### src/rlew_pkg.sv
package rlew_pkg;

    // default size of the destination plane in words
    localparam int PLANE_WORDS_DEF = 4096;

    // command queue between front and back
    localparam int QUEUE_DEPTH = 4;

    // fixed field widths
    localparam int WORD_W  = 16;
    localparam int LIMIT_W = 13;
    localparam int START_W = 12;

    // configuration register indexes
    localparam int CFG_INDEX_W = 1;
    localparam logic [CFG_INDEX_W-1:0] CFG_TAG_WORD    = 1'd0;
    localparam logic [CFG_INDEX_W-1:0] CFG_PLANE_LIMIT = 1'd1;

    // configuration reset values
    localparam logic [WORD_W-1:0]  TAG_WORD_RST    = 16'hABCD;
    localparam logic [LIMIT_W-1:0] PLANE_LIMIT_RST = 13'd4096;

    // result status codes
    typedef enum logic [1:0] {
        ST_OK      = 2'd0,
        ST_CLIPPED = 2'd1,
        ST_ERROR   = 2'd2
    } status_t;

    // work items handed from the front to the back
    typedef enum logic [1:0] {
        CMD_CLEAR = 2'd0,
        CMD_RUN   = 2'd1,
        CMD_ERROR = 2'd2
    } cmd_kind_t;

    typedef struct packed {
        cmd_kind_t         kind;
        logic [WORD_W-1:0] value;
        logic [WORD_W-1:0] count;
    } cmd_t;

endpackage

### src/rlew_tagged_run_decoder.sv
// channel   direction  handshake            payload
// in        input      in_valid/in_stall    word, last_word
// out       output     out_valid/out_stall  run_value, run_count, start_index, status
// cfg       input      cfg_valid/cfg_ready  cfg_index, cfg_data
//
// one word is taken every cycle while the queue has room; a result goes through the
// command queue entry, then the output register in the back end.
// reset: header expected, write position zero, queue empty, tag 0xABCD, limit 4096.
// out_stall holds the output register; the four-entry queue absorbs commands
// meanwhile and in_stall rises only once it is full. cfg_ready is always high.
module rlew_tagged_run_decoder
#(
    parameter int PLANE_WORDS = rlew_pkg::PLANE_WORDS_DEF
)
(
    input  logic                             clk,
    input  logic                             rst_n,
    input  logic                             in_valid,
    output logic                             in_stall,
    input  logic [rlew_pkg::WORD_W-1:0]      word,
    input  logic                             last_word,
    output logic                             out_valid,
    input  logic                             out_stall,
    output logic [rlew_pkg::WORD_W-1:0]      run_value,
    output logic [rlew_pkg::WORD_W-1:0]      run_count,
    output logic [rlew_pkg::START_W-1:0]     start_index,
    output logic [1:0]                       status,
    input  logic                             cfg_valid,
    output logic                             cfg_ready,
    input  logic [rlew_pkg::CFG_INDEX_W-1:0] cfg_index,
    input  logic [rlew_pkg::WORD_W-1:0]      cfg_data
);

    logic [rlew_pkg::WORD_W-1:0]  tag_word_reg;
    logic [rlew_pkg::LIMIT_W-1:0] plane_limit_reg;
    logic                         cmd_push;
    rlew_pkg::cmd_t               push_cmd;
    logic                         q_full;
    logic                         q_valid;
    logic                         q_pop;
    rlew_pkg::cmd_t               q_cmd;

    assign cfg_ready = 1'b1;

    // configuration registers
    always_ff @(posedge clk or negedge rst_n)
    begin
        if (!rst_n)
        begin
            tag_word_reg    <= rlew_pkg::TAG_WORD_RST;
            plane_limit_reg <= rlew_pkg::PLANE_LIMIT_RST;
        end
        else if (cfg_valid && cfg_ready)
        begin
            case (cfg_index)
                rlew_pkg::CFG_TAG_WORD:    tag_word_reg    <= cfg_data;
                rlew_pkg::CFG_PLANE_LIMIT: plane_limit_reg <= cfg_data[rlew_pkg::LIMIT_W-1:0];
                default:                   tag_word_reg    <= tag_word_reg;
            endcase
        end
    end

    // word classification
    rlew_front u_front
    (
        .clk       (clk),
        .rst_n     (rst_n),
        .in_valid  (in_valid),
        .q_full    (q_full),
        .word      (word),
        .last_word (last_word),
        .tag_word  (tag_word_reg),
        .in_stall  (in_stall),
        .cmd_push  (cmd_push),
        .cmd       (push_cmd)
    );

    // decoupling queue
    rlew_cmd_queue u_queue
    (
        .clk       (clk),
        .rst_n     (rst_n),
        .push      (cmd_push),
        .push_cmd  (push_cmd),
        .full      (q_full),
        .pop       (q_pop),
        .pop_valid (q_valid),
        .pop_cmd   (q_cmd)
    );

    // run execution and clipping
    rlew_back #(
        .PLANE_WORDS (PLANE_WORDS)
    ) u_back
    (
        .clk         (clk),
        .rst_n       (rst_n),
        .cmd_valid   (q_valid),
        .cmd         (q_cmd),
        .cmd_pop     (q_pop),
        .plane_limit (plane_limit_reg),
        .out_valid   (out_valid),
        .out_stall   (out_stall),
        .run_value   (run_value),
        .run_count   (run_count),
        .start_index (start_index),
        .status      (status)
    );

endmodule

### src/rlew_front.sv
module rlew_front
(
    input  logic                       clk,
    input  logic                       rst_n,
    input  logic                       in_valid,
    input  logic                       q_full,
    input  logic [rlew_pkg::WORD_W-1:0] word,
    input  logic                       last_word,
    input  logic [rlew_pkg::WORD_W-1:0] tag_word,
    output logic                       in_stall,
    output logic                       cmd_push,
    output rlew_pkg::cmd_t             cmd
);

    typedef enum logic [1:0] {
        PH_HEADER,
        PH_DATA,
        PH_COUNT,
        PH_VALUE
    } phase_t;

    phase_t                      phase_reg;
    phase_t                      phase_next;
    logic [rlew_pkg::WORD_W-1:0] held_count_reg;
    logic [rlew_pkg::WORD_W-1:0] held_count_next;
    logic                        fire;

    // words are taken whenever the queue has room
    assign in_stall = q_full;
    assign fire     = in_valid && !q_full;

    // classify the word and build the command for the back end
    always_comb
    begin
        phase_next      = phase_reg;
        held_count_next = held_count_reg;
        cmd_push        = 1'b0;
        cmd.kind        = rlew_pkg::CMD_RUN;
        cmd.value       = word;
        cmd.count       = rlew_pkg::WORD_W'(1);
        if (fire)
        begin
            case (phase_reg)
                PH_HEADER:
                begin
                    cmd_push   = 1'b1;
                    cmd.kind   = rlew_pkg::CMD_CLEAR;
                    phase_next = PH_DATA;
                end
                PH_DATA:
                begin
                    if (word != tag_word)
                    begin
                        cmd_push = 1'b1;
                    end
                    else
                    begin
                        phase_next = PH_COUNT;
                        cmd_push   = last_word;
                        cmd.kind   = rlew_pkg::CMD_ERROR;
                    end
                end
                PH_COUNT:
                begin
                    held_count_next = word;
                    phase_next      = PH_VALUE;
                    cmd_push        = last_word;
                    cmd.kind        = rlew_pkg::CMD_ERROR;
                end
                PH_VALUE:
                begin
                    cmd_push   = (held_count_reg != '0);
                    cmd.count  = held_count_reg;
                    phase_next = PH_DATA;
                end
                default:
                begin
                    phase_next = PH_HEADER;
                end
            endcase
            // a block end always returns to the header
            if (last_word)
            begin
                phase_next = PH_HEADER;
            end
        end
    end

    // phase and pending count
    always_ff @(posedge clk or negedge rst_n)
    begin
        if (!rst_n)
        begin
            phase_reg      <= PH_HEADER;
            held_count_reg <= '0;
        end
        else
        begin
            phase_reg      <= phase_next;
            held_count_reg <= held_count_next;
        end
    end

endmodule

### src/rlew_cmd_queue.sv
module rlew_cmd_queue
(
    input  logic           clk,
    input  logic           rst_n,
    input  logic           push,
    input  rlew_pkg::cmd_t push_cmd,
    output logic           full,
    input  logic           pop,
    output logic           pop_valid,
    output rlew_pkg::cmd_t pop_cmd
);

    localparam int Depth = rlew_pkg::QUEUE_DEPTH;
    localparam int PtrW  = (Depth > 1) ? $clog2(Depth) : 1;
    localparam int CntW  = $clog2(Depth + 1);

    rlew_pkg::cmd_t  mem_reg [Depth];
    logic [PtrW-1:0] wr_ptr_reg;
    logic [PtrW-1:0] wr_ptr_next;
    logic [PtrW-1:0] rd_ptr_reg;
    logic [PtrW-1:0] rd_ptr_next;
    logic [CntW-1:0] cnt_reg;
    logic [CntW-1:0] cnt_next;
    logic            do_push;
    logic            do_pop;

    assign full      = (cnt_reg == CntW'(Depth));
    assign pop_valid = (cnt_reg != '0);
    assign pop_cmd   = mem_reg[rd_ptr_reg];
    assign do_push   = push && !full;
    assign do_pop    = pop && pop_valid;

    // pointer and fill count updates
    always_comb
    begin
        wr_ptr_next = wr_ptr_reg;
        rd_ptr_next = rd_ptr_reg;
        cnt_next    = cnt_reg;
        if (do_push)
        begin
            wr_ptr_next = (wr_ptr_reg == PtrW'(Depth - 1)) ? '0 : wr_ptr_reg + PtrW'(1);
        end
        if (do_pop)
        begin
            rd_ptr_next = (rd_ptr_reg == PtrW'(Depth - 1)) ? '0 : rd_ptr_reg + PtrW'(1);
        end
        if (do_push && !do_pop)
        begin
            cnt_next = cnt_reg + CntW'(1);
        end
        else if (do_pop && !do_push)
        begin
            cnt_next = cnt_reg - CntW'(1);
        end
    end

    always_ff @(posedge clk or negedge rst_n)
    begin
        if (!rst_n)
        begin
            wr_ptr_reg <= '0;
            rd_ptr_reg <= '0;
            cnt_reg    <= '0;
        end
        else
        begin
            wr_ptr_reg <= wr_ptr_next;
            rd_ptr_reg <= rd_ptr_next;
            cnt_reg    <= cnt_next;
        end
    end

    // entry storage
    always_ff @(posedge clk)
    begin
        if (do_push)
        begin
            mem_reg[wr_ptr_reg] <= push_cmd;
        end
    end

endmodule

### src/rlew_back.sv
module rlew_back
#(
    parameter int PLANE_WORDS = rlew_pkg::PLANE_WORDS_DEF
)
(
    input  logic                         clk,
    input  logic                         rst_n,
    input  logic                         cmd_valid,
    input  rlew_pkg::cmd_t               cmd,
    output logic                         cmd_pop,
    input  logic [rlew_pkg::LIMIT_W-1:0] plane_limit,
    output logic                         out_valid,
    input  logic                         out_stall,
    output logic [rlew_pkg::WORD_W-1:0]  run_value,
    output logic [rlew_pkg::WORD_W-1:0]  run_count,
    output logic [rlew_pkg::START_W-1:0] start_index,
    output logic [1:0]                   status
);

    localparam int PosW = $clog2(PLANE_WORDS + 1);
    localparam int LimW = (PosW > rlew_pkg::LIMIT_W) ? PosW : rlew_pkg::LIMIT_W;
    localparam int CmpW = (LimW > rlew_pkg::WORD_W) ? LimW : rlew_pkg::WORD_W;

    logic [PosW-1:0]              pos_reg;
    logic [PosW-1:0]              pos_next;
    logic                         out_valid_reg;
    logic                         out_valid_next;
    logic [rlew_pkg::WORD_W-1:0]  run_value_reg;
    logic [rlew_pkg::WORD_W-1:0]  run_value_next;
    logic [rlew_pkg::WORD_W-1:0]  run_count_reg;
    logic [rlew_pkg::WORD_W-1:0]  run_count_next;
    logic [rlew_pkg::START_W-1:0] start_index_reg;
    logic [rlew_pkg::START_W-1:0] start_index_next;
    rlew_pkg::status_t            status_reg;
    rlew_pkg::status_t            status_next;
    logic                         load;
    logic [LimW-1:0]              limit_ext;
    logic [LimW-1:0]              lim;
    logic [LimW-1:0]              pos_lim;
    logic [LimW-1:0]              room;
    logic [CmpW-1:0]              room_wide;
    logic [CmpW-1:0]              req_wide;
    logic [CmpW-1:0]              used_wide;
    logic [CmpW-1:0]              pos_wide;
    logic                         clip;

    // output register frees up when empty or being taken
    assign load    = !out_valid_reg || !out_stall;
    assign cmd_pop = cmd_valid && load;

    // active limit and room left in the plane
    assign limit_ext = LimW'(plane_limit);
    assign lim       = (limit_ext > LimW'(PLANE_WORDS)) ? LimW'(PLANE_WORDS) : limit_ext;
    assign pos_lim   = LimW'(pos_reg);
    assign room      = (pos_lim < lim) ? (lim - pos_lim) : '0;
    assign room_wide = CmpW'(room);
    assign req_wide  = CmpW'(cmd.count);
    assign clip      = (req_wide > room_wide);
    assign used_wide = clip ? room_wide : req_wide;
    assign pos_wide  = CmpW'(pos_reg);

    // carry out one command
    always_comb
    begin
        pos_next         = pos_reg;
        out_valid_next   = out_valid_reg && out_stall;
        run_value_next   = run_value_reg;
        run_count_next   = run_count_reg;
        start_index_next = start_index_reg;
        status_next      = status_reg;
        if (cmd_pop)
        begin
            case (cmd.kind)
                rlew_pkg::CMD_CLEAR:
                begin
                    pos_next = '0;
                end
                rlew_pkg::CMD_RUN:
                begin
                    pos_next         = pos_reg + PosW'(used_wide);
                    out_valid_next   = 1'b1;
                    run_value_next   = cmd.value;
                    run_count_next   = used_wide[rlew_pkg::WORD_W-1:0];
                    start_index_next = pos_wide[rlew_pkg::START_W-1:0];
                    status_next      = clip ? rlew_pkg::ST_CLIPPED : rlew_pkg::ST_OK;
                end
                rlew_pkg::CMD_ERROR:
                begin
                    out_valid_next   = 1'b1;
                    run_value_next   = '0;
                    run_count_next   = '0;
                    start_index_next = pos_wide[rlew_pkg::START_W-1:0];
                    status_next      = rlew_pkg::ST_ERROR;
                end
                default:
                begin
                    pos_next = pos_reg;
                end
            endcase
        end
    end

    // position and output valid
    always_ff @(posedge clk or negedge rst_n)
    begin
        if (!rst_n)
        begin
            pos_reg       <= '0;
            out_valid_reg <= 1'b0;
        end
        else
        begin
            pos_reg       <= pos_next;
            out_valid_reg <= out_valid_next;
        end
    end

    // result payload
    always_ff @(posedge clk)
    begin
        run_value_reg   <= run_value_next;
        run_count_reg   <= run_count_next;
        start_index_reg <= start_index_next;
        status_reg      <= status_next;
    end

    assign out_valid   = out_valid_reg;
    assign run_value   = run_value_reg;
    assign run_count   = run_count_reg;
    assign start_index = start_index_reg;
    assign status      = status_reg;

endmodule

### config.mk
export PLATFORM = sky130hd
export DESIGN_NAME = rlew_tagged_run_decoder
export DESIGN_NICKNAME = d
export VERILOG_FILES = /design/src/rlew_pkg.sv /design/src/rlew_tagged_run_decoder.sv /design/src/rlew_front.sv /design/src/rlew_cmd_queue.sv /design/src/rlew_back.sv
export SDC_FILE = /design/constraint.sdc
export NUM_CORES = 1
export LEC_CHECK = 0
export BUFFER_PORTS_ARGS = -buffer_cell sky130_fd_sc_hd__buf_2
export CORE_MARGIN = 5
export CORE_UTILIZATION = 60
export CTS_CLUSTER_SIZE = 40
export DETAILED_ROUTE_END_ITERATION = 10
export HOLD_SLACK_MARGIN = 0.03
export PLACE_DENSITY = 0.8
export SYNTH_ARGS = -nofsm -noshare
export SYNTH_HDL_FRONTEND = slang
export SYNTH_SLANG_ARGS = --single-unit
### constraint.sdc
create_clock -name clk -period 8.7 [get_ports clk]
set_clock_uncertainty 0.05 [all_clocks]
set_input_delay 1.74 -clock clk [delete_from_list [all_inputs] [get_ports clk]]
set_output_delay 1.74 -clock clk [all_outputs]
set_load 0.05 [all_outputs]
# == Word level (Yosys, flattened, before mapping) ==
# Memory sizes are Yosys's and may differ from the RTL's.
# Cells that the tools add are included.
# totals
ff_bits,114
latchBits,0
ram_bits,136
rom_bits,0
inputBits,39
out_inout_bits,49
memories,1
# classes
n_addsub,6
multipliers,0
div_mod_pow,0
magnitude_cmp,3
eq_ne,10
n_shift,0
muxes,27
bitwise,1
reduce_logical,29
# mem_list
memory,words,word_bits,read_ports,rd_clocked_by_memory_dff,wr,line,text
u_queue.mem_reg,4,34,1,0,1,rlew_cmd_queue.sv:17,rlew_pkg::cmd_t mem_reg [Depth];
# op_table
op,n
16-bit case mux with 2 select lines,2
16-bit two-way mux,3
13-bit two-way mux,2
13-bit case mux with 2 select lines,1
16-bit by 13-bit > comparator with 1-bit output,1
16-bit inequality test,1
16-bit nonzero test,1
2-bit AND reduction,7
13-bit adder,1
13-bit > comparator (second input constant),1
13-bit < comparator,1
13-bit subtractor,1
2-bit two-way mux,6
2-bit case mux with 3 select lines,2
2-bit equality test (second input constant),5
1-bit logical AND,7
1-bit two-way mux,7
3-bit two-way mux,2
2-bit nonzero test,3
1-bit logical NOT,5
2-bit by 1-bit adder with 2-bit output (second input constant),2
2-bit by 1-bit equality test with 1-bit output (second input constant),2
2-bit logical NOT,2
1-bit case mux with 4 select lines,1
other kinds (9),10

# == Logic depth before layout (Yosys ltp) ==
# Gate-level depths: netlist of run 1.
# depth
ltp_word,9
mapped_depth,33
ltp_nobuf,30

# == Modules after synthesis ==
# Synthesis of run 1 repeated with hierarchy kept, for this count alone.
# unflattened
hier_cells,786
hier_area_um2,11826.3
# by_module_without_submodules
mod,n_inst,cells_each,area_each_um2,seq_area_each_um2
rlew_cmd_queue,1,215,5418.9,4259.1
rlew_back,1,383,3985.1,1731.7
rlew_front,1,123,1266.2,450.4
rlew_tagged_run_decoder,1,65,1156.1,739.5

# == Worst setup path before layout of run 1 ==
# Ideal clock, no wire load.
# synth_path
kind,flip-flop to flip-flop
startpoint,register plane_limit_reg[12] in the netlist's numbering
endpoint,register u_back.pos_reg[11] (netlist: u_back.pos_lim[11])
arrival_time_ps,5923
required_ps,8523
path_slack_ps,2600
stages_incl_launch_ff,34
period_less_slack_ps,6100
path_cell_list,dfstp_2 -> clkbuf_1 -> nand2b_1 -> ha_1 -> inv_1 -> fa_1 -> a21oi_1 -> o22ai_1 -> o211ai_1 -> nand2b_1 -> a21oi_1 -> xnor2_1 -> nand2_1 -> ha_1 -> nand3_1 -> nor4_2 -> inv_1 -> a221oi_2 -> o31a_2 -> buf_6 -> buf_6 -> nor2_1 -> a21oi_2 -> inv_2 -> ha_1 -> a21o_1 -> a21oi_1 -> o21ai_1 -> a31o_2 -> a21oi_1 -> o21ai_1 -> a21oi_1 -> xor2_1 -> o21ai_1
# synth_via
elab_chain_cells,8
elab_cells_between_ends,9
classes_between,add/sub (2); order compare (3); mux (4)
# synth_rtl
element,line,text
"start, declared",rlew_tagged_run_decoder.sv:35,logic [rlew_pkg::LIMIT_W-1:0] plane_limit_reg;
"start signal, assigned",rlew_tagged_run_decoder.sv:51,plane_limit_reg <= rlew_pkg::PLANE_LIMIT_RST;
"start signal, assigned",rlew_tagged_run_decoder.sv:57,rlew_pkg::CFG_PLANE_LIMIT: plane_limit_reg <= cfg_data[rlew_pkg::LIMIT_W-1:0];
13-bit > comparator,rlew_back.sv:53,assign lim = (limit_ext > LimW'(PLANE_WORDS)) ? LimW'(PLANE_WORDS) : limit_ext;
13-bit two-way mux (*),rlew_back.sv:53,
13-bit subtractor or 13-bit < comparator (tied branches),rlew_back.sv:55,assign room = (pos_lim < lim) ? (lim - pos_lim) : '0;
13-bit two-way mux (*),rlew_back.sv:55,
16-bit by 13-bit > comparator with 1-bit output,rlew_back.sv:58,assign clip = (req_wide > room_wide);
16-bit two-way mux (*),rlew_back.sv:59,assign used_wide = clip ? room_wide : req_wide;
via u_back.used_wide[1],rlew_back.sv:43,logic [CmpW-1:0] used_wide;
13-bit adder (*),rlew_back.sv:80,pos_next = pos_reg + PosW'(used_wide);
13-bit case mux with 2 select lines (*),rlew_back.sv:73,case (cmd.kind)
"end signal, assigned",rlew_back.sv:113,pos_reg <= pos_next;
"end, declared",rlew_back.sv:24,logic [PosW-1:0] pos_reg;
# Mark *: on every way through the listed nets, which the timed path passes. The rest lies on a longest branch.
# A chain may end at the register's enable or synchronous reset.

# == Worst setup path after layout of run 1 ==
# layout_path
startpoint,register plane_limit_reg[12] in the netlist's numbering
endpoint,register u_back.pos_reg[12] (netlist: u_back.pos_lim[12])
# Same word-level chain as after synthesis.

==> flow_metrics.tcl, run 1 <==
set metrics [dict create \
    crit_family "compound AO/OA/AOI/OAI gates" \
    worstSkewPairLatency_ns 0.53 \
    min_period_over_period_pct 79.22 \
    power.density_mw_per_mm2 430.9 \
    slew_viol_final 0 \
    ys_seq_area_share_pct 62.57 \
    synth_edf_count 182 \
    syn2layout_area_growth_pct 13.18 \
    dpl.hpwl_um 17430 \
    r2r_slack_ns 1.81 \
    portBuffers 86 \
    synth_top_cell_area_share_pct 47.62 \
    num_io_pins 88 \
    via_per_inst 5.910 \
    top_usage_layer "met2" \
    crit_end "u_back.pos_lim[12]" \
    numCtsBuffers 25 \
    met1_usage_pct 30.26 \
    slowest_delay_ns 0.68 \
    slew_headroom_pct 30.26 \
    yosys_warnings 0 \
    drtIter0Drc 416 \
    antenna_cells 0 \
    postRouteAntennaNets 0 \
    grt_pass1_wl_um 38520 \
    clock_sinks 250 \
    netlist_area_mm2 0.01148 \
    max_freq_mhz 145.1 \
    drcViolationCount 0 \
    grt-ovfl-total 0 \
    critPathMaxFanout 29 \
    cp.buffers_inverters 3 \
    post_cts_resized 0 \
    finalHoldViolCount 0 \
    worstSetupPathType "flop to flop" \
    die_y_um 148.3 \
    status "finished clean" \
    reg2reg_from "plane_limit_reg[12]" \
    die_w_um 148.3 \
    arrival_ns 7.29 \
    vdd_ir_drop_max_v 0.0002528 \
    nets 960 \
    yosysTopAreaCell "edfxtp_1" \
    gr-usage-all-layers_pct 22.58 \
    whs_ns 0.4557 \
    post_cts_buffers 0 \
    dieArea_mm2 0.02199 \
    ys_seq_elements 250 \
    path_clk_slew_ns 0.06 \
    rsz0062_at_grt "no" \
    largest_reg_flops 136 \
    grtUsageMet3_pct 3.900 \
    ys_top_cells_by_count "edfxtp_1, dfrtp_1, ha_1" \
    syn-instance-count 764 \
    rows 50 \
    fp.coreArea_mm2 0.01877 \
    cp-start-kind "flop" \
    wl_per_cell_um 21.72 \
    synthTopCellsByArea "edfxtp_1, dfrtp_1, mux4_2" \
    cp_slowest_cell "dfstp_2" \
    gp_congestion 0.9006 \
    drv_cap 0 \
    cts_max_level 1 \
    antenna_found_initial 0 \
    p_leak_nw 5.023 \
    drt-pass1-iter-count 5 \
    min_period_ns 6.892 \
    endpoint_kind "flop" \
    setup_viol 0 \
    fillers 1284 \
    worstMarginPinSlew_ns 1.044 \
    worst_r2r_path_depth 30 \
    num_vias 6607 \
    use_met2_pct 38.64 \
    root_buffer "clkbuf_16" \
    cp.depth 30 \
    ys.flop_type "edfxtp_1" \
    cts_tree "built" \
    crit_start "plane_limit_reg[12]" \
    hold_buffers 0 \
    final_layout_size_suffix_gt1_share_pct 28.62 \
    postSynthAreaPerCell_um2 15.02 \
    clockBufferDepth 3 \
    hp-class "flop to flop" \
    grt_pass1_vias 6985 \
    yosys.cell_count.top_type "edfxtp_1" \
    grt_max_degree 69 \
    fin_setup_tns_ns 0 \
    cp.required_ns 9.10 \
    synth.distinct_cells 63 \
    async_reset_ff_share_pct 27.20 \
    start_util_pct 61.15 \
    wl_um 24280 \
    r2r_end "u_back.pos_lim[12]" \
]
[stage by stage]
| step | setup slack (ns) | cells | power [mW] | instance area, um2 | utilization [%] |
|---|---|---|---|---|---|
| after floorplan | 2.600 | 766 | 3.913 | 11480 | - |
| after global placement | 2.047 | 1072 | 4.478 | 12170 | 64.82 |
| after CTS | 1.828 | 1118 | 5.646 | 12990 | 69.21 |
| final | 1.808 | 1118 | 5.597 | 12990 | 69.21 |
| after global routing | 1.124 | 1118 | 5.954 | 12990 | 69.21 |
| after detailed placement | 1.877 | 1072 | 4.570 | 12170 | 64.82 |
[area by class of cell]
| class | instances | area [um2] | area share [%] |
|---|---|---|---|
| Clock inverter | 12 | 143.9 | 1.108 |
| Sequential cell | 250 | 7183 | 55.30 |
| Clock buffer | 34 | 679.4 | 5.231 |
| Inverter | 35 | 131.4 | 1.011 |
| Timing Repair Buffer | 96 | 505.5 | 3.892 |
| Tap cell | 234 | 292.8 | 2.254 |
| Multi-Input combinational cell | 457 | 4053 | 31.20 |
[how the worst min path moves through the flow]
stage | startpoint | end | slack, ns | cells past startpoint
final | u_queue.cnt_reg[2] | u_queue.cnt_reg[2] | 0.46 | 1
after global routing | u_queue.cnt_reg[2] | u_queue.cnt_reg[2] | 0.46 | 1
after CTS | u_queue.cnt_reg[2] | u_queue.cnt_reg[2] | 0.45 | 1
after detailed placement | u_queue.cnt_reg[2] | u_queue.cnt_reg[2] | 0.44 | 1
after global placement | u_queue.cnt_reg[2] | u_queue.cnt_reg[2] | 0.42 | 1
after floorplan | u_queue.cnt_reg[2] | u_queue.cnt_reg[2] | 0.41 | 1
[cell families after synthesis]
kind of cell             count (synthesis)  synth area share, %
flip-flops                             250                62.57
AND/OR/NAND/NOR                        177                8.537
AO/OA/AOI/OAI                          102                6.542
multiplexers                            80                10.89
buffers and inverters                   59                2.191
adder cells (fa/ha/maj)                 56                6.302
XOR/XNOR                                38                2.900
other                                    2              0.06544
[layout by cell type (no fill, tap or decap), types with 9 or more instances in the layout]
master,count
o21ai_0,22
nor2b_1,34
buf_2,86
dfstp_2,11
a21oi_1,23
nand2b_1,9
buf_4,10
inv_1,30
clkbuf_16,25
and3_1,16
ha_1,53
nor2_1,17
dfrtp_1,55
nand2_1,44
xnor2_1,31
mux2_2,49
mux4_2,31
edfxtp_1,182
[routing by layer]
layer | vias up | wire length (um)
li1 | 3065 | -
met2 | 183 | 12180
met3 | 46 | 1367
met5 | - | 0
met1 | 3313 | 10020
met4 | 0 | 713
[power breakdown]
part           internal, mW  switching (mW)
Clock                 0.638           0.432
Sequential             1.76           0.193
Combinational         0.925            1.65
Total                  3.32            2.27
No activity file was read; power rests on OpenSTA's default activity.
==> run 2, diff against run 1 <==
--- a/config.mk
+++ b/config.mk
@@ -5,6 +5,7 @@
 export SDC_FILE = /design/constraint.sdc
 export NUM_CORES = 1
 export LEC_CHECK = 0
+export ABC_AREA = 1
 export BUFFER_PORTS_ARGS = -buffer_cell sky130_fd_sc_hd__buf_2
 export CORE_MARGIN = 5
 export CORE_UTILIZATION = 60
==> constraint.sdc (replaced) <==
create_clock -name clk -period 6.6 [get_ports clk]
set_clock_uncertainty 0.05 [all_clocks]
set_input_delay 1.32 -clock clk [delete_from_list [all_inputs] [get_ports clk]]
set_output_delay 1.32 -clock clk [all_outputs]
set_load 0.05 [all_outputs]
==> run 2 against run 1 <==
Effect of this change:
- area after synthesis up 2.5%
- worst setup slack worse by 1.4 ns
- worst hold slack worse by 0.018 ns
- global-route usage up 2.3 points
- sequential power up 28%
- combinational power up 35%
- critical endpoint is now u_back.pos_lim[10]
- highest routed layer unchanged
==> flow_metrics.tcl, run 2 <==
set metrics [dict create \
    status "finished clean" \
    worstSkewPairLatency_ns 0.54 \
    ys.flop_type "edfxtp_1" \
    clockBufferDepth 3 \
    dp_slack_ns 0.3622 \
    layout_commonest_cell "edfxtp_1" \
    yosys_warnings 0 \
    fin_cells 1498 \
    hp-class "flop to flop" \
    num_vias 8276 \
    start_util_pct 60.63 \
    r2r_slack_ns 0.43 \
    cp.required_ns 6.95 \
    dieArea_mm2 0.02250 \
    rows 51 \
    root_buffer "clkbuf_16" \
    grt_pass1_wl_um 43360 \
    synth_edf_count 182 \
    critPathMaxFanout 24 \
    seq_area_mm2 0.007182 \
    p_leak_nw 5.578 \
    slowest_delay_ns 0.40 \
    endpoint_kind "flop" \
    syn2layout_area_growth_pct 12.68 \
    postRouteAntennaNets 0 \
    drv_cap 0 \
    wl_per_cell_um 18.36 \
    die_w_um 150.0 \
    post_cts_buffers 0 \
    die_y_um 150.0 \
    vdd_ir_drop_max_v 0.0003717 \
    nets 1309 \
    max_freq_mhz 162.1 \
    multi_input_area_mm2 0.003945 \
    numCtsBuffers 25 \
    antenna_found_initial 0 \
    clock_sinks 250 \
    rsz0062_at_grt "no" \
    min_period_over_period_pct 93.46 \
    gp_congestion 0.9304 \
    cts_tree "built" \
    min_period_ns 6.168 \
    place_inst 1452 \
    cp_common_cell "nand2_1" \
    fillers 1454 \
    arrival_ns 6.52 \
    gr-usage-all-layers_pct 24.84 \
    hold_buffers 0 \
    final_layout_size_suffix_gt1_share_pct 16.38 \
    drtIter0Drc 792 \
    cp_slowest_cell "dfrtp_1" \
    slew_viol_final 0 \
    ys_top_cells_by_count "edfxtp_1, nor2_1, nand2_1" \
    worst_r2r_path_depth 34 \
    ys_seq_area_share_pct 61.05 \
    ys_seq_elements 250 \
    worstSetupPathType "flop to flop" \
    cp-start-kind "flop" \
    p_total_mw 7.365 \
    largest_reg_flops 136 \
    setup_ws_ns 0.4319 \
    setup_viol 0 \
    synthTopCellsByArea "edfxtp_1, dfrtp_1, ha_1" \
    slew_headroom_pct 35.60 \
    yosysTopAreaCell "edfxtp_1" \
    portBuffers 86 \
    drcViolationCount 0 \
    min_from "u_back.pos_lim[5]" \
    synth.distinct_cells 51 \
    cts_max_level 1 \
    path_clk_slew_ns 0.06 \
    dpl.hpwl_um 18180 \
    yosys.cell_count.top_type "edfxtp_1" \
    synth_top_cell_area_share_pct 46.47 \
    grt_max_degree 69 \
    hold-path-endpoint "u_back.start_index[5]" \
    wl_um 27500 \
    worstHoldPathCells 0 \
    post_cts_resized 0 \
    via_per_inst 5.525 \
    postSynthAreaPerCell_um2 10.44 \
    fin_util_pct 68.32 \
    fin_setup_tns_ns 0 \
    netlist_area_mm2 0.01176 \
    antenna_cells 0 \
    worstMarginPinSlew_ns 0.9637 \
    r2r_end "u_back.pos_lim[10]" \
    drt-pass1-iter-count 6 \
    syn-instance-count 1127 \
    async_reset_ff_share_pct 27.20 \
    grt-ovfl-total 0 \
    reg2reg_from "plane_limit_reg[0]" \
    grt_pass1_vias 8196 \
    power.density_mw_per_mm2 555.7 \
    finalHoldViolCount 0 \
    fp.coreArea_mm2 0.01940 \
    num_io_pins 88 \
    final_cell_mix "edfxtp_1, nor2_1, nand2_1, inv_1, o21ai_0" \
]
==> run 2: critical path: cells and delay by family (launching register included) <==
kind	cells	cell delay, ns
AND/OR/NAND/NOR	17	2.55
AO/OA/AOI/OAI	10	1.46
adder cells (fa/ha/maj)	4	1.23
flip-flops	1	0.40
buffers and inverters	3	0.30
==> run 2: per-stage QoR <==
step	area [um2]	hold slack, ns
detailed placement	12430	0.4231
global placement	12430	0.4224
floorplan	11770	0.4030
global route	13250	0.4591
CTS	13230	0.4413
finish	13250	0.4374
==> run 2: worst max-delay path by stage <==
stage | start | to | slack, ns | cells past startpoint
detailed placement | plane_limit_reg[0] | u_back.pos_lim[10] | 0.36 | 33
global placement | plane_limit_reg[4] | u_back.pos_lim[10] | 0.57 | 32
floorplan | plane_limit_reg[8] | u_back.pos_lim[10] | 1.40 | 34
global route | plane_limit_reg[4] | u_back.pos_lim[10] | 0.01 | 34
CTS | plane_limit_reg[0] | u_back.pos_lim[10] | 0.33 | 33
finish | plane_limit_reg[0] | u_back.pos_lim[10] | 0.43 | 34
==> run 2: routing by layer <==
metal | routed length [um] | vias to the layer above | track usage, %
li1 | - | 4009 | -
met2 | 13200 | 318 | 41.23
met1 | 11380 | 3890 | 34.10
met4 | 738 | 0 | 7.319
met5 | 0 | - | 0
met3 | 2185 | 59 | 4.119
==> run 2: cells by family (layout without fill, tap and decap cells) <==
group	count (synthesis)	count (layout)	share of synthesized area (%)
AOI/OAI and AO/OA	228	228	10.73
xor gates and xnor gates	19	19	1.415
adders and majority gates	56	56	6.149
buffers and inverters	167	271	5.776
DFF	250	250	61.05
muxes	4	4	0.3830
other	2	4	0.06385
and+or+nand+nor	401	401	14.43
==> run 2: report_power, final <==
group | total [mW] | switching [mW] | leakage [nW] | internal (mW)
logic | 3.47 | 2.51 | 2.69 | 0.954
clock network | 1.39 | 0.598 | 0.388 | 0.794
registers | 2.50 | 0.184 | 2.50 | 2.32
total | 7.36 | 3.30 | 5.58 | 4.07
==> run 2: final cells by class <==
type	instances	share of cell area (%)
clock buffer	33	5.023
clock inverter	13	1.001
inverter	129	3.701
tap	265	2.502
timing repair buffer	96	3.814
sequential	250	54.19
multi-input combinational	712	29.77
